$ cat config.mk
export PLATFORM = sky130hd
export DESIGN_NAME = linked_list_deque_manager
export DESIGN_NICKNAME = d
export VERILOG_FILES = /design/src/hdl/lldq_pkg.sv /design/src/hdl/lldq_ram.sv /design/src/hdl/linked_list_deque_manager.sv
export VERILOG_INCLUDE_DIRS = /design/src /design/src/hdl
export SDC_FILE = /design/constraint.sdc
export NUM_CORES = 2
export LEC_CHECK = 0
export ABC_AREA = 1
export BUFFER_PORTS_ARGS = -buffer_cell sky130_fd_sc_hd__buf_4
export CORE_ASPECT_RATIO = 0.5
export CORE_MARGIN = 3
export CORE_UTILIZATION = 55
export CTS_CLUSTER_DIAMETER = 80
export CTS_CLUSTER_SIZE = 20
export DETAILED_ROUTE_END_ITERATION = 8
export GPL_TIMING_DRIVEN = 0
export PLACE_DENSITY_LB_ADDON = 0.12
export SLEW_MARGIN = 20
export SYNTH_ARGS = -nofsm -noshare
export SYNTH_HDL_FRONTEND = slang
export SYNTH_HIERARCHICAL = 1
export SYNTH_SLANG_ARGS = --single-unit
$ cat constraint.sdc
create_clock -name clk -period 6.5 [get_ports clk]
set_input_delay 0.65 -clock clk [delete_from_list [all_inputs] [get_ports clk]]
set_output_delay 0.65 -clock clk [all_outputs]
set_load 0.1 [all_outputs]
$ cat src/hdl/assert_macros.svh
// assertion macros shared by the deque manager rtl
// expects signals clk and rst_n in the including module
`ifndef ASSERT_MACROS_SVH
`define ASSERT_MACROS_SVH

// property that must hold at every clock edge outside reset
`define ASSERT_ALWAYS(name, expr, msg) \
    name: assert property (@(posedge clk) disable iff (!rst_n) (expr)) else $error(msg);

// same-cycle implication
`define ASSERT_IMPLIES(name, ante, cons, msg) \
    name: assert property (@(posedge clk) disable iff (!rst_n) (ante) |-> (cons)) else $error(msg);

`endif

$ cat src/hdl/lldq_pkg.sv
// package for the linked-list deque manager: sizes, opcodes, status codes, fsm states
// no dependencies
package lldq_pkg;

    localparam int NODE_COUNT = 64;
    localparam int HANDLE_W   = $clog2(NODE_COUNT);
    localparam int COUNT_W    = $clog2(NODE_COUNT + 1);
    localparam int PAYLOAD_W  = 32;
    localparam int OP_W       = 3;
    localparam int STATUS_W   = 2;

    typedef enum logic [OP_W-1:0] {
        OP_INS_FIRST  = 3'd0,
        OP_INS_LAST   = 3'd1,
        OP_REM_HANDLE = 3'd2,
        OP_REM_FIRST  = 3'd3,
        OP_REM_LAST   = 3'd4,
        OP_PEEK_FIRST = 3'd5,
        OP_PEEK_LAST  = 3'd6
    } op_t;

    typedef enum logic [STATUS_W-1:0] {
        ST_OK         = 2'd0,
        ST_EMPTY      = 2'd1,
        ST_FULL       = 2'd2,
        ST_BAD_HANDLE = 2'd3
    } status_t;

    typedef enum logic [1:0] {
        S_IDLE,
        S_EXEC,
        S_LINK,
        S_HOLD
    } state_t;

endpackage

$ cat src/hdl/lldq_ram.sv
// generic single-write, single-read synchronous ram with registered read data
// no dependencies
module lldq_ram #(
    parameter int DEPTH = 64,
    parameter int WIDTH = 32
) (
    input  logic                     clk,
    input  logic                     wr_en,
    input  logic [$clog2(DEPTH)-1:0] wr_addr,
    input  logic [WIDTH-1:0]         wr_data,
    input  logic                     rd_en,
    input  logic [$clog2(DEPTH)-1:0] rd_addr,
    output logic [WIDTH-1:0]         rd_data
);

    logic [WIDTH-1:0] mem [DEPTH];

    always_ff @(posedge clk)
    begin
        if (wr_en)
        begin
            mem[wr_addr] <= wr_data;
        end
    end

    always_ff @(posedge clk)
    begin
        if (rd_en)
        begin
            rd_data <= mem[rd_addr];
        end
    end

endmodule

$ cat src/hdl/linked_list_deque_manager.sv
// linked-list deque manager: node pool in next/prev/payload rams, free list, fsm
// depends on lldq_pkg, lldq_ram and assert_macros.svh
//
//   channel  handshake              fields
//   req      req_valid/req_ready    opcode, payload_in, node_handle
//   rsp      rsp_valid/rsp_ready    payload_out, handle_out, status, count_out
//
// a transaction goes through accept with ram read, execute with first link
// writes, second link write with the response loaded into the output register.
// the link step is separate because insert and remove write one link ram twice.
// req_ready is high in the idle state; a response waiting on rsp_ready holds
// the block after its writes are done. no clearing pass after reset.
`include "assert_macros.svh"

module linked_list_deque_manager (
    input  logic                           clk,
    input  logic                           rst_n,
    input  logic                           req_valid,
    output logic                           req_ready,
    input  logic [lldq_pkg::OP_W-1:0]      opcode,
    input  logic [lldq_pkg::PAYLOAD_W-1:0] payload_in,
    input  logic [lldq_pkg::HANDLE_W-1:0]  node_handle,
    output logic                           rsp_valid,
    input  logic                           rsp_ready,
    output logic [lldq_pkg::PAYLOAD_W-1:0] payload_out,
    output logic [lldq_pkg::HANDLE_W-1:0]  handle_out,
    output logic [lldq_pkg::STATUS_W-1:0]  status,
    output logic [lldq_pkg::COUNT_W-1:0]   count_out
);

    import lldq_pkg::*;

    state_t                state_reg, state_next;
    logic [HANDLE_W-1:0]   first_reg, first_next;
    logic [HANDLE_W-1:0]   last_reg, last_next;
    logic [HANDLE_W-1:0]   free_head_reg, free_head_next;
    logic [COUNT_W-1:0]    count_reg, count_next;
    logic [COUNT_W-1:0]    freed_reg, freed_next;
    logic [COUNT_W-1:0]    fresh_reg, fresh_next;
    logic [NODE_COUNT-1:0] in_list_reg, in_list_next;

    op_t                   op_reg, op_next;
    logic [PAYLOAD_W-1:0]  data_reg, data_next;
    logic [HANDLE_W-1:0]   node_reg, node_next;
    status_t               st_reg, st_next;
    logic                  act_reg, act_next;
    logic                  use_free_reg, use_free_next;
    logic [PAYLOAD_W-1:0]  res_pay_reg, res_pay_next;
    logic [HANDLE_W-1:0]   res_hdl_reg, res_hdl_next;
    logic [COUNT_W-1:0]    res_cnt_reg, res_cnt_next;

    logic                  rsp_valid_reg, rsp_valid_next;
    logic [PAYLOAD_W-1:0]  pay_out_reg, pay_out_next;
    logic [HANDLE_W-1:0]   hdl_out_reg, hdl_out_next;
    logic [STATUS_W-1:0]   st_out_reg, st_out_next;
    logic [COUNT_W-1:0]    cnt_out_reg, cnt_out_next;

    logic                  accept;
    logic [HANDLE_W-1:0]   dec_node;
    status_t               dec_st;
    logic                  dec_act;
    logic                  dec_use_free;
    logic                  list_empty;
    logic                  full_rsp;

    logic                  nl_we, pl_we, pd_we;
    logic [HANDLE_W-1:0]   nl_waddr, pl_waddr;
    logic [HANDLE_W-1:0]   nl_wdata, pl_wdata;
    logic [HANDLE_W-1:0]   nl_rdata, pl_rdata;
    logic [PAYLOAD_W-1:0]  pd_rdata;

    lldq_ram #(.DEPTH(NODE_COUNT), .WIDTH(HANDLE_W)) u_next_ram (
        .clk     (clk),
        .wr_en   (nl_we),
        .wr_addr (nl_waddr),
        .wr_data (nl_wdata),
        .rd_en   (accept),
        .rd_addr (dec_node),
        .rd_data (nl_rdata)
    );

    lldq_ram #(.DEPTH(NODE_COUNT), .WIDTH(HANDLE_W)) u_prev_ram (
        .clk     (clk),
        .wr_en   (pl_we),
        .wr_addr (pl_waddr),
        .wr_data (pl_wdata),
        .rd_en   (accept),
        .rd_addr (dec_node),
        .rd_data (pl_rdata)
    );

    lldq_ram #(.DEPTH(NODE_COUNT), .WIDTH(PAYLOAD_W)) u_payload_ram (
        .clk     (clk),
        .wr_en   (pd_we),
        .wr_addr (node_reg),
        .wr_data (data_reg),
        .rd_en   (accept),
        .rd_addr (dec_node),
        .rd_data (pd_rdata)
    );

    assign req_ready   = (state_reg == S_IDLE);
    assign accept      = req_valid && req_ready;
    assign list_empty  = (count_reg == '0);
    assign full_rsp    = rsp_valid_reg && (st_out_reg == ST_FULL);
    assign rsp_valid   = rsp_valid_reg;
    assign payload_out = pay_out_reg;
    assign handle_out  = hdl_out_reg;
    assign status      = st_out_reg;
    assign count_out   = cnt_out_reg;

    // request decode against the current list state
    always_comb
    begin
        dec_node     = node_handle;
        dec_st       = ST_OK;
        dec_act      = 1'b0;
        dec_use_free = 1'b0;
        case (op_t'(opcode))
            OP_INS_FIRST, OP_INS_LAST:
            begin
                if (freed_reg != '0)
                begin
                    dec_node     = free_head_reg;
                    dec_use_free = 1'b1;
                    dec_act      = 1'b1;
                end
                else if (fresh_reg < COUNT_W'(NODE_COUNT))
                begin
                    dec_node = fresh_reg[HANDLE_W-1:0];
                    dec_act  = 1'b1;
                end
                else
                begin
                    dec_st = ST_FULL;
                end
            end
            OP_REM_HANDLE:
            begin
                if (list_empty)
                begin
                    dec_st = ST_EMPTY;
                end
                else if (!in_list_reg[node_handle])
                begin
                    dec_st = ST_BAD_HANDLE;
                end
                else
                begin
                    dec_act = 1'b1;
                end
            end
            OP_REM_FIRST, OP_PEEK_FIRST:
            begin
                dec_node = first_reg;
                if (list_empty)
                begin
                    dec_st = ST_EMPTY;
                end
                else
                begin
                    dec_act = 1'b1;
                end
            end
            OP_REM_LAST, OP_PEEK_LAST:
            begin
                dec_node = last_reg;
                if (list_empty)
                begin
                    dec_st = ST_EMPTY;
                end
                else
                begin
                    dec_act = 1'b1;
                end
            end
            default:
            begin
            end
        endcase
    end

    always_comb
    begin
        state_next     = state_reg;
        first_next     = first_reg;
        last_next      = last_reg;
        free_head_next = free_head_reg;
        count_next     = count_reg;
        freed_next     = freed_reg;
        fresh_next     = fresh_reg;
        in_list_next   = in_list_reg;
        op_next        = op_reg;
        data_next      = data_reg;
        node_next      = node_reg;
        st_next        = st_reg;
        act_next       = act_reg;
        use_free_next  = use_free_reg;
        res_pay_next   = res_pay_reg;
        res_hdl_next   = res_hdl_reg;
        res_cnt_next   = res_cnt_reg;
        rsp_valid_next = rsp_valid_reg && !rsp_ready;
        pay_out_next   = pay_out_reg;
        hdl_out_next   = hdl_out_reg;
        st_out_next    = st_out_reg;
        cnt_out_next   = cnt_out_reg;
        nl_we          = 1'b0;
        nl_waddr       = node_reg;
        nl_wdata       = '0;
        pl_we          = 1'b0;
        pl_waddr       = node_reg;
        pl_wdata       = '0;
        pd_we          = 1'b0;

        case (state_reg)
            S_IDLE:
            begin
                if (accept)
                begin
                    op_next       = op_t'(opcode);
                    data_next     = payload_in;
                    node_next     = dec_node;
                    st_next       = dec_st;
                    act_next      = dec_act;
                    use_free_next = dec_use_free;
                    state_next    = S_EXEC;
                end
            end
            S_EXEC:
            begin
                res_pay_next = '0;
                res_hdl_next = '0;
                if (act_reg)
                begin
                    case (op_reg)
                        OP_INS_FIRST, OP_INS_LAST:
                        begin
                            pd_we                  = 1'b1;
                            in_list_next[node_reg] = 1'b1;
                            count_next             = count_reg + COUNT_W'(1);
                            res_hdl_next           = node_reg;
                            if (use_free_reg)
                            begin
                                free_head_next = nl_rdata;
                                freed_next     = freed_reg - COUNT_W'(1);
                            end
                            else
                            begin
                                fresh_next = fresh_reg + COUNT_W'(1);
                            end
                            if (list_empty)
                            begin
                                nl_we      = 1'b1;
                                pl_we      = 1'b1;
                                first_next = node_reg;
                                last_next  = node_reg;
                            end
                            else if (op_reg == OP_INS_FIRST)
                            begin
                                nl_we      = 1'b1;
                                nl_wdata   = first_reg;
                                pl_we      = 1'b1;
                                pl_waddr   = first_reg;
                                pl_wdata   = node_reg;
                                first_next = node_reg;
                            end
                            else
                            begin
                                pl_we     = 1'b1;
                                pl_wdata  = last_reg;
                                nl_we     = 1'b1;
                                nl_waddr  = last_reg;
                                nl_wdata  = node_reg;
                                last_next = node_reg;
                            end
                        end
                        OP_REM_HANDLE, OP_REM_FIRST, OP_REM_LAST:
                        begin
                            // unlink: neighbors take over each other's links
                            if (node_reg == first_reg)
                            begin
                                first_next = nl_rdata;
                            end
                            else
                            begin
                                nl_we    = 1'b1;
                                nl_waddr = pl_rdata;
                                nl_wdata = nl_rdata;
                            end
                            if (node_reg == last_reg)
                            begin
                                last_next = pl_rdata;
                            end
                            else
                            begin
                                pl_we    = 1'b1;
                                pl_waddr = nl_rdata;
                                pl_wdata = pl_rdata;
                            end
                            count_next = count_reg - COUNT_W'(1);
                            if (count_reg == COUNT_W'(1))
                            begin
                                first_next = '0;
                                last_next  = '0;
                            end
                            in_list_next[node_reg] = 1'b0;
                            res_pay_next           = pd_rdata;
                            res_hdl_next           = node_reg;
                        end
                        OP_PEEK_FIRST, OP_PEEK_LAST:
                        begin
                            res_pay_next = pd_rdata;
                            res_hdl_next = node_reg;
                        end
                        default:
                        begin
                        end
                    endcase
                end
                res_cnt_next = count_next;
                state_next   = S_LINK;
            end
            S_LINK:
            begin
                if (act_reg)
                begin
                    case (op_reg)
                        OP_INS_FIRST:
                        begin
                            pl_we = 1'b1;
                        end
                        OP_INS_LAST:
                        begin
                            nl_we = 1'b1;
                        end
                        OP_REM_HANDLE, OP_REM_FIRST, OP_REM_LAST:
                        begin
                            // push the freed node onto the free list
                            nl_we          = 1'b1;
                            nl_wdata       = free_head_reg;
                            free_head_next = node_reg;
                            freed_next     = freed_reg + COUNT_W'(1);
                        end
                        default:
                        begin
                        end
                    endcase
                end
                if (!rsp_valid_reg || rsp_ready)
                begin
                    rsp_valid_next = 1'b1;
                    pay_out_next   = res_pay_reg;
                    hdl_out_next   = res_hdl_reg;
                    st_out_next    = st_reg;
                    cnt_out_next   = res_cnt_reg;
                    state_next     = S_IDLE;
                end
                else
                begin
                    state_next = S_HOLD;
                end
            end
            S_HOLD:
            begin
                if (!rsp_valid_reg || rsp_ready)
                begin
                    rsp_valid_next = 1'b1;
                    pay_out_next   = res_pay_reg;
                    hdl_out_next   = res_hdl_reg;
                    st_out_next    = st_reg;
                    cnt_out_next   = res_cnt_reg;
                    state_next     = S_IDLE;
                end
            end
            default:
            begin
                state_next = S_IDLE;
            end
        endcase
    end

    always_ff @(posedge clk or negedge rst_n)
    begin
        if (!rst_n)
        begin
            state_reg     <= S_IDLE;
            first_reg     <= '0;
            last_reg      <= '0;
            free_head_reg <= '0;
            count_reg     <= '0;
            freed_reg     <= '0;
            fresh_reg     <= '0;
            in_list_reg   <= '0;
            rsp_valid_reg <= 1'b0;
        end
        else
        begin
            state_reg     <= state_next;
            first_reg     <= first_next;
            last_reg      <= last_next;
            free_head_reg <= free_head_next;
            count_reg     <= count_next;
            freed_reg     <= freed_next;
            fresh_reg     <= fresh_next;
            in_list_reg   <= in_list_next;
            rsp_valid_reg <= rsp_valid_next;
        end
    end

    always_ff @(posedge clk)
    begin
        op_reg       <= op_next;
        data_reg     <= data_next;
        node_reg     <= node_next;
        st_reg       <= st_next;
        act_reg      <= act_next;
        use_free_reg <= use_free_next;
        res_pay_reg  <= res_pay_next;
        res_hdl_reg  <= res_hdl_next;
        res_cnt_reg  <= res_cnt_next;
        pay_out_reg  <= pay_out_next;
        hdl_out_reg  <= hdl_out_next;
        st_out_reg   <= st_out_next;
        cnt_out_reg  <= cnt_out_next;
    end

    `ASSERT_ALWAYS(a_count_range, count_reg <= COUNT_W'(NODE_COUNT), "entry count above pool size")
    `ASSERT_ALWAYS(a_in_list_count, $countones(in_list_reg) == count_reg, "membership count wrong")
    `ASSERT_IMPLIES(a_pool_balance, req_ready, count_reg + freed_reg == fresh_reg, "lost a node")
    `ASSERT_IMPLIES(a_empty_ends, list_empty, first_reg == '0 && last_reg == '0, "stale list ends")
    `ASSERT_IMPLIES(a_full_count, full_rsp, cnt_out_reg == COUNT_W'(NODE_COUNT), "full too early")

endmodule

==> out/results.tsv <==
metric	value	unit
outcome	finished clean	
commonest cells after routing, fill and taps aside	nand2_1 (3619), edfxtp_1 (2997), nand3_1 (2658), buf_2 (349), nor2_1 (220)	
Syn Inst Count	10859	
number of flops mapped to enable cells by yosys	2997	
maximum capacitance violations	0	
count of TritonRoute iterations in the first routing pass	8	
Die Wd	685.2	um
remaining routing DRC violations	0	
fraction of layout instances using a drive strength above 1	9.900	%
via count of the first global-routing pass	83871	
largest registers ranked by flip-flop count	u_payload_ram/mem: 2048 flops, u_next_ram/mem: 384 flops, u_prev_ram/mem: 384 flops	
setup repair after global routing missed its margin	no	
time the worst path needs with I/O delays and setup	6282	ps
CTS tree	built	
routed wire length	449400	um
total nets after synthesis	10921	
cell chosen for the clock root	clkbuf_16	
Max transition margin	12.95	%
post-layout utilization of the core	63.01	%
average cell area after synthesis	11.68	sq um
layout-stage area growth over the synthesis result	12.81	%
Synth area leaders	edfxtp_1 (71%), nand2_1 (11%), nand3_1 (10%)	
Clock transition at path regs	80	ps
leading cell type in the layout, fill and taps excluded	nand2_1	
met2 track demand over resource	54.65	%
Final Skew	51.11	ps
kind of start point of the critical path	input pin	
Worst-Margin Slew	1306	ps
cell type with the highest aggregate area in the netlist	edfxtp_1	
routing usage on met1	52.27	%
Lkg Pwr	51.62	nW
placer's final routability congestion estimate	0.9795	
number of DRC markers after the initial detailed-route iteration	16221	
wire length of the first global-routing pass	621900	um
largest net degree at the start of global routing	66	
final hold vios	0	
Period Utilization, post-route	96.65	%
classification of the worst-slack hold path	in2reg	
endpoint class of the critical path	flop	
prevailing post-synth register cell	edfxtp_1	
vias	92884	
final design instance area without fill	0.1431	sq mm
highest fanout seen on the critical path	10	
Die Outline Area	0.2368	sq mm
fraction of registers with async set/reset	3.416	%
global-route usage over all layers	37.18	%
Core Box Area	0.2272	sq mm
cell with the biggest individual delay on the critical path	buf_2	
die outline height	345.6	um
Setup Crit Path Kind	in2reg	
CP peak stage delay	650	ps
initial standard-cell utilization of the core	55.85	%
Most Crowded Layer GR	met2	
GR Overflow Total	0	
Setup-failing EPs final	0	
mean number of vias per cell	6.370	
Biggest register	u_payload_ram/mem	
number of warnings reported in the yosys synthesis log	6	
Final ANT Viol Nets	0	
number of slew-limit violations in the final report	0	
arrival time of the worst setup path	6800	ps
initial antenna violation count	24	
GR Util met3	11.17	%
maximum clock frequency	159.2	MHz
post-place instance area	0.1378	sq mm
Final #Nets	11517	
CTS Buf Count	181	
Req. time, crit path	7010	ps
number of buffers added for setup after CTS	0	
Max rail drop VDD	266.2	uV
post-detail-place hpwl	322400	um
# port buffers	90	
number of library cell types mapped by synthesis	46	
area fraction of the dominant cell type after synthesis	70.93	%
flip-flop and latch count after synthesis	3103	
Clock H-tree levels	4	
Power Total	57.80	mW
fill cell count	17427	
share of synthesized area occupied by flip-flops and latches	73.02	%
critical-path cell list	dlygate4sd3_1 > buf_4 > buf_2 > nor2_2 > clkinv_1 > nand3_1 > nand2_1 > inv_1 > nand2_1 > a21oi_1 > a21oi_1 > o2111ai_1 > buf_4 > inv_2 > buf_2 > buf_2 > nand3_1 > nand3_1 > nand3_1 > nand3_1 > nand2_1 > nand2_1 > nand2_1	
number of sinks on the clock net	3103	
Skew-Pair Late Insertion Delay	910	ps
Bufs on Longest Clock Path	4	
Largest register FFs	2048	
areal power density over the cells	403.9	mW/mm^2
number of core rows	123	
Ports	94	
per-cell routed wire length	30.82	um
Post-Synthesis Cell Area	0.1269	sq mm
aggregate negative setup slack	0	ps
==> through the flow <==
stage	worst slack, ps	instances	hold slack [ps]
floorplan	1020	10859	354.4
detailed placement	212.3	14298	404.5
CTS	568.3	14567	128.8
global route	204.8	14567	174.3
finish	218.0	14582	184.6
global placement	-5584	14011	401.8
==> cells in the mapped netlist, types with 9 or more instances <==
master,number
buf_1,76
buf_4,69
clkbuf_1,146
xor2_1,16
ha_1,16
a21oi_1,32
o31ai_1,12
dfrtp_1,106
buf_2,349
inv_1,183
a31oi_1,9
inv_2,12
o22ai_1,18
o21ai_0,83
nand3_1,2658
o21ai_1,12
nand4_1,16
nor2_1,286
edfxtp_1,2997
nand2_1,3619
buf_6,17
nor3_1,42
o21a_1,29
==> layout make-up <==
class	instances	area [sq um]	area share, %
Antenna cell	15	37.54	0.02623
Clock inverter	3	37.54	0.02623
Multi-Input combinational cell	6896	30870	21.57
Tap cell	3062	3831	2.677
Buffer	658	3316	2.317
Sequential cell	3103	92650	64.73
Timing Repair Buffer	413	6753	4.718
Inverter	202	765.7	0.5350
Clock buffer	230	4862	3.397
==> metal layers <==
metal / wire [um] / share of wire [%]
met5: 26 / 0.0058
met4: 22280 / 5.0
met3: 67490 / 15
met2: 192400 / 43
met1: 167100 / 37
==> cell families (layout without fill, tap and decap cells) <==
kind of cell               count (synthesis)  count (layout)  share of synthesized area (%)
and+or+nand+nor                         6647            6647                          22.46
DFF                                     3103            3103                          73.02
buffers and inverters                    860            1506                          3.204
AOI/OAI and AO/OA                        214             214                          1.009
xor gates and xnor gates                  18              18                         0.1243
adders and majority gates                 17              17                         0.1736
other                                      0              15                              0
==> worst max-delay path, delay by kind of cell <==
family	cells	cell delay [ps]
buffers and inverters	9	3060
AND/OR/NAND/NOR	11	2230
AO/OA/AOI/OAI	3	820
==> path summary, 6_finish.rpt <==
kind,slack (ps),start,to,cells after the start
min in group asynchronous,310,rst_n,async pin,2
hold / removal,180,req_valid,state_reg[1],3
max in group asynchronous,5490,rst_n,rsp_valid,3
setup / recovery,220,opcode[2],u_payload_ram/rd_data[3],23
setup reg to reg,650,freed_reg[1],u_payload_ram/rd_data[2],17
hold reg to reg,420,res_hdl_reg[5],handle_out[5],0
==> where the power goes <==
part           switching [mW]  internal [mW]  total [mW]
sequential              0.483           23.4        23.9
clock                    6.40           5.25        11.6
combinational            17.0           5.23        22.3
==> repair_timing <==
action,in CTS,in global routing
setup endpoints to repair,0,0
hold endpoints to repair,83,0
resized for setup,0,0
hold buffers,36,0
Note: power is estimated with default switching activity, not from simulation.
